<file path="src/vsc_pkg.sv">
// vsc_pkg: shared types and constants of the version string comparator
// holds the phase encoding, the comparison state record and the order codes
// no dependencies
package vsc_pkg;

  localparam logic [7:0] CHAR_NUL  = 8'h00;
  localparam logic [7:0] CHAR_ZERO = 8'h30;
  localparam logic [7:0] CHAR_NINE = 8'h39;

  localparam logic signed [1:0] ORD_LT = -2'sd1;
  localparam logic signed [1:0] ORD_EQ = 2'sd0;
  localparam logic signed [1:0] ORD_GT = 2'sd1;

  typedef enum logic [2:0] {
    PH_PREFIX = 3'b001,
    PH_RUNS   = 3'b010,
    PH_DONE   = 3'b100
  } phase_t;

  typedef struct packed {
    phase_t             phase;
    logic               all_zero;
    logic signed [1:0]  tie;
  } state_t;

  typedef struct packed {
    logic               emit;
    logic signed [1:0]  order;
  } decide_t;

  localparam state_t STATE_CLEAR = '{phase: PH_PREFIX, all_zero: 1'b1, tie: ORD_EQ};

endpackage

</file>
<file path="src/version_string_compare.sv">
// version_string_compare: top level, one aligned byte pair of two version strings per transfer,
// one order result per comparison. A result is registered after the deciding pair passes one
// input register, the decision logic, then the result register. The comparison state update
// is the loop that fixes one pair per cycle unless the output stalls. A pair marked first
// clears the state before it is evaluated; pairs after the decision and before the next first
// pair give nothing. Order is -1, 0 or 1, bytes compare unsigned.
// depends on vsc_pkg and vsc_decide
module version_string_compare (
  input  logic              clk,
  input  logic              rst_n,
  input  logic              in_valid,
  output logic              in_ready,
  input  logic              in_first,
  input  logic [7:0]        in_a_char,
  input  logic [7:0]        in_b_char,
  output logic              out_valid,
  input  logic              out_ready,
  output logic signed [1:0] out_order
);

  logic              in_valid_r;
  logic              in_first_r;
  logic [7:0]        a_char_r;
  logic [7:0]        b_char_r;
  vsc_pkg::state_t   state_r;
  vsc_pkg::state_t   state_nxt;
  vsc_pkg::decide_t  result;
  logic              out_valid_r;
  logic signed [1:0] out_order_r;
  logic              advance;

  assign advance  = !out_valid_r || out_ready;
  assign in_ready = !in_valid_r || advance;

  vsc_decide u_decide (
    .first     (in_first_r),
    .a_char    (a_char_r),
    .b_char    (b_char_r),
    .state_cur (state_r),
    .state_nxt (state_nxt),
    .result    (result)
  );

  always_ff @(posedge clk) begin
    if (!rst_n) begin
      in_valid_r  <= 1'b0;
      out_valid_r <= 1'b0;
      state_r     <= vsc_pkg::STATE_CLEAR;
    end else begin
      if (in_ready) begin
        in_valid_r <= in_valid;
      end
      if (advance) begin
        out_valid_r <= in_valid_r && result.emit;
        if (in_valid_r) begin
          state_r <= state_nxt;
        end
      end
    end
  end

  always_ff @(posedge clk) begin
    if (in_valid && in_ready) begin
      in_first_r <= in_first;
      a_char_r   <= in_a_char;
      b_char_r   <= in_b_char;
    end
    if (advance && in_valid_r && result.emit) begin
      out_order_r <= result.order;
    end
  end

  assign out_valid = out_valid_r;
  assign out_order = out_order_r;

endmodule

</file>
<file path="src/vsc_decide.sv">
// vsc_decide: per byte pair decision logic of the version string comparator
// computes the next comparison state and an optional order result
// depends on vsc_pkg
module vsc_decide (
  input  logic              first,
  input  logic [7:0]        a_char,
  input  logic [7:0]        b_char,
  input  vsc_pkg::state_t   state_cur,
  output vsc_pkg::state_t   state_nxt,
  output vsc_pkg::decide_t  result
);

  vsc_pkg::state_t cur;
  logic            da;
  logic            db;
  logic signed [1:0] byte_ord;

  assign cur      = first ? vsc_pkg::STATE_CLEAR : state_cur;
  assign da       = (a_char >= vsc_pkg::CHAR_ZERO) && (a_char <= vsc_pkg::CHAR_NINE);
  assign db       = (b_char >= vsc_pkg::CHAR_ZERO) && (b_char <= vsc_pkg::CHAR_NINE);
  assign byte_ord = (a_char < b_char) ? vsc_pkg::ORD_LT : vsc_pkg::ORD_GT;

  always_comb begin
    state_nxt    = cur;
    result.emit  = 1'b0;
    result.order = vsc_pkg::ORD_EQ;
    case (cur.phase)
      vsc_pkg::PH_PREFIX: begin
        if (a_char == b_char) begin
          if (a_char == vsc_pkg::CHAR_NUL) begin
            result.emit = 1'b1;
          end else if (da) begin
            state_nxt.all_zero = cur.all_zero & (a_char == vsc_pkg::CHAR_ZERO);
          end else begin
            state_nxt.all_zero = 1'b1;
          end
        end else if (!da || !db) begin
          result.emit  = 1'b1;
          result.order = byte_ord;
        end else if (cur.all_zero && (a_char == vsc_pkg::CHAR_ZERO)) begin
          result.emit  = 1'b1;
          result.order = vsc_pkg::ORD_LT;
        end else if (cur.all_zero && (b_char == vsc_pkg::CHAR_ZERO)) begin
          result.emit  = 1'b1;
          result.order = vsc_pkg::ORD_GT;
        end else begin
          state_nxt.tie   = byte_ord;
          state_nxt.phase = vsc_pkg::PH_RUNS;
        end
      end
      vsc_pkg::PH_RUNS: begin
        if (da && !db) begin
          result.emit  = 1'b1;
          result.order = vsc_pkg::ORD_GT;
        end else if (!da && db) begin
          result.emit  = 1'b1;
          result.order = vsc_pkg::ORD_LT;
        end else if (!da && !db) begin
          result.emit  = 1'b1;
          result.order = cur.tie;
        end
      end
      default: begin
      end
    endcase
    if (result.emit) begin
      state_nxt.phase = vsc_pkg::PH_DONE;
    end
  end

endmodule

</file>
<file path="config.mk">
export PLATFORM = sky130hd
export DESIGN_NAME = version_string_compare
export DESIGN_NICKNAME = d
export VERILOG_FILES = /design/src/vsc_pkg.sv /design/src/version_string_compare.sv /design/src/vsc_decide.sv
export SDC_FILE = /design/constraint.sdc
export NUM_CORES = 1
export LEC_CHECK = 0
export ABC_AREA = 1
export BUFFER_PORTS_ARGS = -buffer_cell sky130_fd_sc_hd__clkbuf_2
export CAP_MARGIN = 20
export CELL_PAD_IN_SITES_DETAIL_PLACEMENT = 1
export CELL_PAD_IN_SITES_GLOBAL_PLACEMENT = 1
export CORE_AREA = 2 2 65 67
export DETAILED_ROUTE_END_ITERATION = 7
export DIE_AREA = 0 0 67 69
export PLACE_DENSITY_LB_ADDON = 0.1
export SYNTH_ARGS = -nofsm -noshare
export SYNTH_HDL_FRONTEND = slang
export SYNTH_HIERARCHICAL = 1
export SYNTH_SLANG_ARGS = --single-unit
</file>
<file path="constraint.sdc">
create_clock -name clk -period 4.8 [get_ports clk]
set_clock_uncertainty 0.05 [all_clocks]
set_input_delay 0.96 -clock clk [delete_from_list [all_inputs] [get_ports clk]]
set_output_delay 0.96 -clock clk [all_outputs]
set_load 0.05 [all_outputs]
</file>
Yosys cells after proc, flatten, opt, wreduce, memory -nomap -nowiden
Index checks and enable logic that the tools add are counted.
W data, S select, Z words.

word-level totals
  memory bits (read-only) = 0
  memories kept = 0
  bits in latches = 0
  output and inout bits = 4
  memory bits (writable) = 0
  bits of input ports = 21
  register bits after elaboration = 27

cells by class
  order comparisons = 5
  bitwise gates (word level) = 1
  $add $sub $neg = 0
  multipliers = 0
  reduce and logical (&&, ||, !) cells = 20
  shift operators = 0
  div/mod/pow operators = 0
  equality and inequality tests = 5
  multiplexer cells = 25

operators by type and width
  operator              number
  $mux W3               11
  $eq A8 B6 Y1 const B  2
  $ge A8 B6 Y1 const B  2
  $le A8 B6 Y1 const B  2
  $mux W2               6
  $mux W6               2
  $logic_and A1 B1 Y1   11
  $eq A8 B8 Y1          1
  $logic_not A8 Y1      1
  $lt A8 B8 Y1          1
  $pmux W3 S2           1
  $mux W1               5
  $logic_not A1 Y1      4
  $eq A3 B1 Y1 const B  1
  $eq A3 B2 Y1 const B  1
  $logic_or A1 B1 Y1    3
  $reduce_and A2 Y1     1
  $and A1 B1 Y1         1

Logic depth before layout (Yosys ltp)
Gate-level depths: netlist of the first run.

  depth in word-level cells = 9
  mapped depth = 15
  gate-level depth less buffers = 15

Cells and area by module
Netlist of the first run, hierarchy kept.

modules (own cells, without submodules)
  module                  seq. area each (µm²)  area an instance (µm²)  cells an instance  instances
  version_string_compare  730.7                 935.9                   67                 1
  vsc_decide              0.0                   598.1                   126                1

Worst setup path before layout of the first run
No wires, ideal clock.

  kind = input port to output port
  start = input port out_ready
  end = output port in_ready
  data required time = 3.790 ns
  path slack = 2.367 ns
  stages on the path = 2
  path buffers = 0
  arrival = 1.423 ns
  cell sequence = inv_2 -> nand3_1

between the ends
  word-level cells in the longest chain between the ends = 2

ends and longest elaborated chain
  what                RTL line                      source
  start: declaration  version_string_compare.sv:17  input logic out_ready,
  $logic_or A1 B1 Y1  version_string_compare.sv:32  assign advance = !out_valid_r || out_ready;
  $logic_or A1 B1 Y1  version_string_compare.sv:33  assign in_ready = !in_valid_r || advance;
  end: declaration    version_string_compare.sv:12  output logic in_ready,

No other way between the ends.

Worst setup path in the final report of the first run
Ends and elaborated chain as after synthesis.

==> results of run 1 <==
## critical path, stage by stage
cell	delay (ns)
clkbuf_2	0.08
inv_2	0.06
nand3_1	0.11
clkbuf_2	0.28
## per-stage QoR
step / utilization [%] / total power [uW] / hold slack (ns) / cell area, um^2
2_1_floorplan: - / 337.6 / 0.3796 / 1534
3_3_place_gp: 43.29 / 358.8 / 0.4019 / 1694
3_5_place_dp: 43.29 / 363.6 / 0.4247 / 1694
4_1_cts: 44.44 / 495.0 / 0.4489 / 1739
5_1_grt: 44.44 / 517.3 / 0.4783 / 1739
6_report: 44.44 / 491.1 / 0.4372 / 1739
## power by group
group	switching [uW]	internal, uW
Sequential	11.8	266
Combinational	50.5	28.6
Clock	74.7	59.7
## cells by family after synthesis
kind of cell | synth area share, %
simple gates | 28.87
buf+inv | 9.788
flops | 47.63
compound gates | 7.178
fa+ha+maj | 6.526
## registers in the layout, summed over array words and instances, names as in the netlist
| signal | flops |
|---|---|
| in_first_r | 1 |
| in_valid_r | 1 |
| out_order | 2 |
| b_char_r | 8 |
| a_char_r | 8 |
| state_r | 6 |
| out_valid | 1 |
## cell usage after synthesis (all sizes together)
cell    instances  share of area (%)
a21o            1               0.49
a21oi          11                3.6
buf             2                1.5
dfxtp           8                 10
edfxtp         19                 37
ha              8                6.5
inv            34                8.3
nand2          45                 12
nand3          17                6.5
nor2           37                 10
nor3            2               0.65
o211ai          1               0.49
o21ai           8                2.6
## cell type report
class,instances,share of cell area (%)
Sequential cell,27,42.01
Inverter,34,7.338
Timing Repair Buffer,24,6.906
Clock buffer,4,2.590
Tap cell,50,3.597
Multi-Input combinational cell,130,37.55
## routing by layer
layer | vias up | GRT usage, %
met2 | 20 | 26.07
li1 | 664 | -
met5 | - | 0
met1 | 594 | 21.68
met4 | 0 | 4.762
met3 | 4 | 2.447
## worst min path at each step
stage / from / end / cells past startpoint
final: state_r[3] / state_r[3] / 2
after detailed placement: state_r[3] / state_r[3] / 2
after global placement: state_r[3] / state_r[3] / 2
after global routing: state_r[1] / state_r[1] / 2
after floorplan: state_r[3] / state_r[3] / 2
after CTS: state_r[3] / state_r[3] / 2
==> results.txt, run 1 <==
Register area share after synthesis: 47.63%
VDD IR max: 0.0001496 V
FF-to-FF Start: a_char_r[6]
Post-route ant nets: 0
Power per cell area: 282.4 mW/mm^2
HPWL after DPL: 2771 um
Critical R2R Capture: out_order[0]
Layout fillers: 499
Syn Nets: 222
WL met2: 1625 um
Yosys Warn Count: 6
Vias in the first global route: 1293
Flops & latches, synth: 27
Clk Latency, worst-skew pair: 0.28 ns
Avg Inst Size Synth: 7.948 um^2
Multi-input gate area: 653.1 um^2
Crit path DAT: 1.50 ns
Crit Path Class: in2out
Largest net degree at the start of global routing: 18
CTS tree: built
Placed Instances: 265
Crit share post-route: 52.37%
Drt first-iter violations: 41
Top Metal Used: met4
Highest net fanout along the worst path: 3
Commonest non-fill, non-tap cell in the layout: nand2_1
Vias/cell: 4.766
RSZ-0062 raised after global routing: false
Status: finished clean
P&R area growth vs syn: 13.38%
DR WL/cell: 12.74 um
Global route overflow: 0
Syn Std Cell Area: 0.001534 mm^2
Worst min path class: reg2reg
Capture point of the worst path: in_ready
Antenna diode count: 0
Worst path required time: 3.79 ns
Boundary pin count: 25
Register area: 730.7 um^2
Drt drc: 0
Rel. slew slack: 53.22%
Static Leakage: 0.0008379 uW
Core Rows: 23
Core Area: 0.003914 mm^2
DR WL met3: 83 um
Global-route wire length before repair: 5685 um
Crit path from: out_ready
# setup viols final: 0
Commonest cells after routing, fill and taps aside: nand2_1, nor2_1, inv_1, clkbuf_2, edfxtp_1
R2R cell count: 11
TNS Setup: 0 ns
Vias post-DR: 1282
Reg-to-reg setup timing slack: 2.60 ns
Setup WS pre-CTS: 2.278 ns
DRT met1 WL: 1679 um
Initial core utilization: 39.19%
Buffers added on ports: 24
Non-filler cells in the finished layout: 269
GP Congestion: 0.8133
Die area: 0.004623 mm^2
Max Clk Rate: 397.8 MHz
Cells after synthesis: 193
Clk slew on worst S/H paths: 0.10 ns
CTS sink count: 27
Share of cells above drive strength 1: 18.26%
Total GRT Usage: 16.03%
Library cells used by synthesis: 18
Worst slew pin tran: 0.7009 ns
H-Tree Depth: 1
# hold bufs at CTS: 0
Setup Buffers After CTS: 0
Max-cap violations: 0
Period minus WS final: 2.514 ns
Final Hold Fails: 0
Die span in y: 69 um
Final nets: 249
CTS resizes: 0
Root buf cell: clkbuf_8
Die width: 67 um
CTS buffer count: 3
Detailed Routing Iterations Pass 1: 4
Final WL: 3428 um
Antenna violations before repair: 0
Final worst slack: 2.286 ns
CTS Buffer Depth: 2
CP startpoint kind: primary input
Slew Viols, Final: 0
Critical Path End Type: output port
Note: power is estimated with default switching activity, not from simulation.
==> run 2, diff against run 1 <==
--- a/config.mk
+++ b/config.mk
@@ -10,9 +10,9 @@
 export CAP_MARGIN = 20
 export CELL_PAD_IN_SITES_DETAIL_PLACEMENT = 1
 export CELL_PAD_IN_SITES_GLOBAL_PLACEMENT = 1
-export CORE_AREA = 2 2 65 67
+export CORE_AREA = 2 2 68 70
 export DETAILED_ROUTE_END_ITERATION = 7
-export DIE_AREA = 0 0 67 69
+export DIE_AREA = 0 0 70 72
 export PLACE_DENSITY_LB_ADDON = 0.1
 export SYNTH_ARGS = -nofsm -noshare
 export SYNTH_HDL_FRONTEND = slang
==> constraint.sdc (replaced) <==
create_clock -name clk -period 2 [get_ports clk]
set_clock_uncertainty 0.05 [all_clocks]
set_input_delay 0.4 -clock clk [delete_from_list [all_inputs] [get_ports clk]]
set_output_delay 0.4 -clock clk [all_outputs]
set_load 0.05 [all_outputs]
==> results.txt, run 2 (synthesized netlist as in run 1, its figures left out) <==
Largest net degree at the start of global routing: 18 (unchanged)
Vias/cell: 4.731 (-0.74%)
Max-cap violations: 0 (unchanged)
Largest registers: a_char_r x8, b_char_r x8, state_r x6
Antenna violations before repair: 0 (unchanged)
Worst path required time: 1.95 ns (-1.84 ns)
# setup viols final: 0 (unchanged)
Critical Path End Type: flop
Static Leakage: 0.0009828 uW (+17%)
RSZ-0062 raised after global routing: true
Final core utilization: 49.30% (+4.9 points)
Commonest cells after routing, fill and taps aside: nand2_1, nor2_1, buf_4, inv_1, clkbuf_2
CTS tree: built
Setup WS pre-CTS: -0.1412 ns (-2.419 ns)
Final WL: 4128 um (+20%)
Final Hold Fails: 0 (unchanged)
Period minus WS final: 1.940 ns
GP Congestion: 0.8276 (+1.8%)
Post-route ant nets: 0 (unchanged)
Slew Viols, Final: 0 (unchanged)
Drt drc: 0 (unchanged)
CP startpoint kind: flop
Global-route wire length before repair: 6506 um (+14%)
Placed Instances: 280 (+5.7%)
Die width: 70 um (+4.5%)
Die area: 0.005040 mm^2 (+9.0%)
Root buf cell: clkbuf_8
Die span in y: 72 um (+4.3%)
Core Rows: 24 (+4.3%)
# hold bufs at CTS: 0 (unchanged)
Final worst slack: 0.06047 ns (-2.226 ns)
Register area: 730.7 um^2 (unchanged)
Worst min path class: in2reg
Design area: 0.002102 mm^2 (+21%)
Antenna diode count: 0 (unchanged)
Global route overflow: 0 (unchanged)
CTS sink count: 27 (unchanged)
Hold Slack: 0.2354 ns (-0.2018 ns)
Max incr delay on CP: 0.43 ns (+0.15 ns)
Cell mode on critical path: nand2_2
Commonest non-fill, non-tap cell in the layout: nand2_1
Net Sw Frac: 29.24% (+1.3 points)
Multi-input gate area: 814.5 um^2 (+25%)
CTS buffer count: 3 (unchanged)
Vias in the first global route: 1448 (+12%)
CTS Buffer Depth: 2 (unchanged)
Crit Path Class: reg2reg
Drt first-iter violations: 48 (+17%)
Core Area: 0.004264 mm^2 (+9.0%)
Highest net fanout along the worst path: 2 (-1)
Slowest cell on the critical path: edfxtp_1
H-Tree Depth: 1 (unchanged)
Family with the most delay on the worst path: simple AND/OR/NAND/NOR gates
Crit share post-route: 96.98%
Seq pwr share: 52.2% (-4.3 points)
Final nets: 275 (+10%)
Cell internal pwr: 897.6 uW (+150%)
Clk Latency, worst-skew pair: 0.28 ns (about the same)
Layout fillers: 530 (+6.2%)
Total GRT Usage: 16.60% (+0.57 points)
Power per cell area: 603.5 mW/mm^2 (+110%)
Worst path cell trace: ha_4 > nand2_2 > nor2_4 > inv_2 > nor2_4 > nand3_2 > nand2_2 > inv_2 > nand2_2 > nand2_2 > a21oi_2
Clock power frac: 25.8% (-1.6 points)
Switching pwr: 371.0 uW (+170%)
HPWL after DPL: 3204 um (+16%)
Vias post-DR: 1405 (+9.6%)
Buffers added on ports: 24 (unchanged)
Rel. slew slack: 77.96% (+25 points)
Boundary pin count: 25 (unchanged)
Max Clk Rate: 515.6 MHz
Worst slew pin tran: 0.3271 ns (-0.3738 ns)
Status: finished clean
DR WL/cell: 13.90 um (+9.1%)
Non-filler cells in the finished layout: 297 (+10%)
Share of cells above drive strength 1: 41.63% (+23 points)
Area after DPL: 0.001799 mm^2 (+6.2%)
VDD IR max: 0.0003581 V (+140%)
P&R area growth vs syn: 37.03%
Initial core utilization: 35.97% (-3.2 points)
Crit path DAT: 1.89 ns (+0.39 ns)
Comb power frac: 22.0% (+5.9 points)
WP buf/inv: 2 (-1)
Detailed Routing Iterations Pass 1: 4 (unchanged)
Clk slew on worst S/H paths: 0.10 ns (about the same)
[run 2: cell type report]
class | count | area share (%)
sequential | 27 | 34.76
timing repair buffer | 50 | 15.18
multi-input combinational | 130 | 38.75
tap | 52 | 3.095
clock buffer | 4 | 2.143
inverter | 34 | 6.071
[run 2: per-layer routing]
metal | track usage [%] | wire length [um] | up-vias
met5 | 0 | 0 | -
met4 | 5.342 | 51 | 0
met3 | 2.778 | 85 | 5
met2 | 29.63 | 2096 | 18
met1 | 20.60 | 1894 | 664
li1 | - | - | 718
[run 2: metrics by stage]
stage                      TNS, ns  power, uW
after floorplan                  0      811.0
after global placement    -0.01641      888.7
after detailed placement   -0.2824      902.3
after CTS                        0       1237
after global routing       -0.2159       1333
final                            0       1269
[run 2: path summary, 6_finish.rpt]
path	end	depth (start not counted)	slack, ns	start
worst max register to register	out_order[0]	11	0.06	a_char_r[7]
worst min-delay path	b_char_r[0]	1	0.24	in_b_char[0]
worst min register to register	state_r[3]	2	0.44	state_r[3]
worst max-delay path	out_order[0]	11	0.06	a_char_r[7]
[run 2: power groups by stage]
stage,Clock [uW],Sequential (uW),Combinational (uW)
floorplan,0,683,128
global placement,0,673,215
detailed placement,0,675,228
CTS,336,661,240
global route,351,667,315
finish,328,662,279
[run 2: timing repair]
item | in CTS | in global routing
resized for setup | 6 | 37
pin swaps | 4 | 16
setup endpoints to repair | 2 | 10
buffers inserted | 5 | 8
endpoints found under the hold margin | 0 | 0
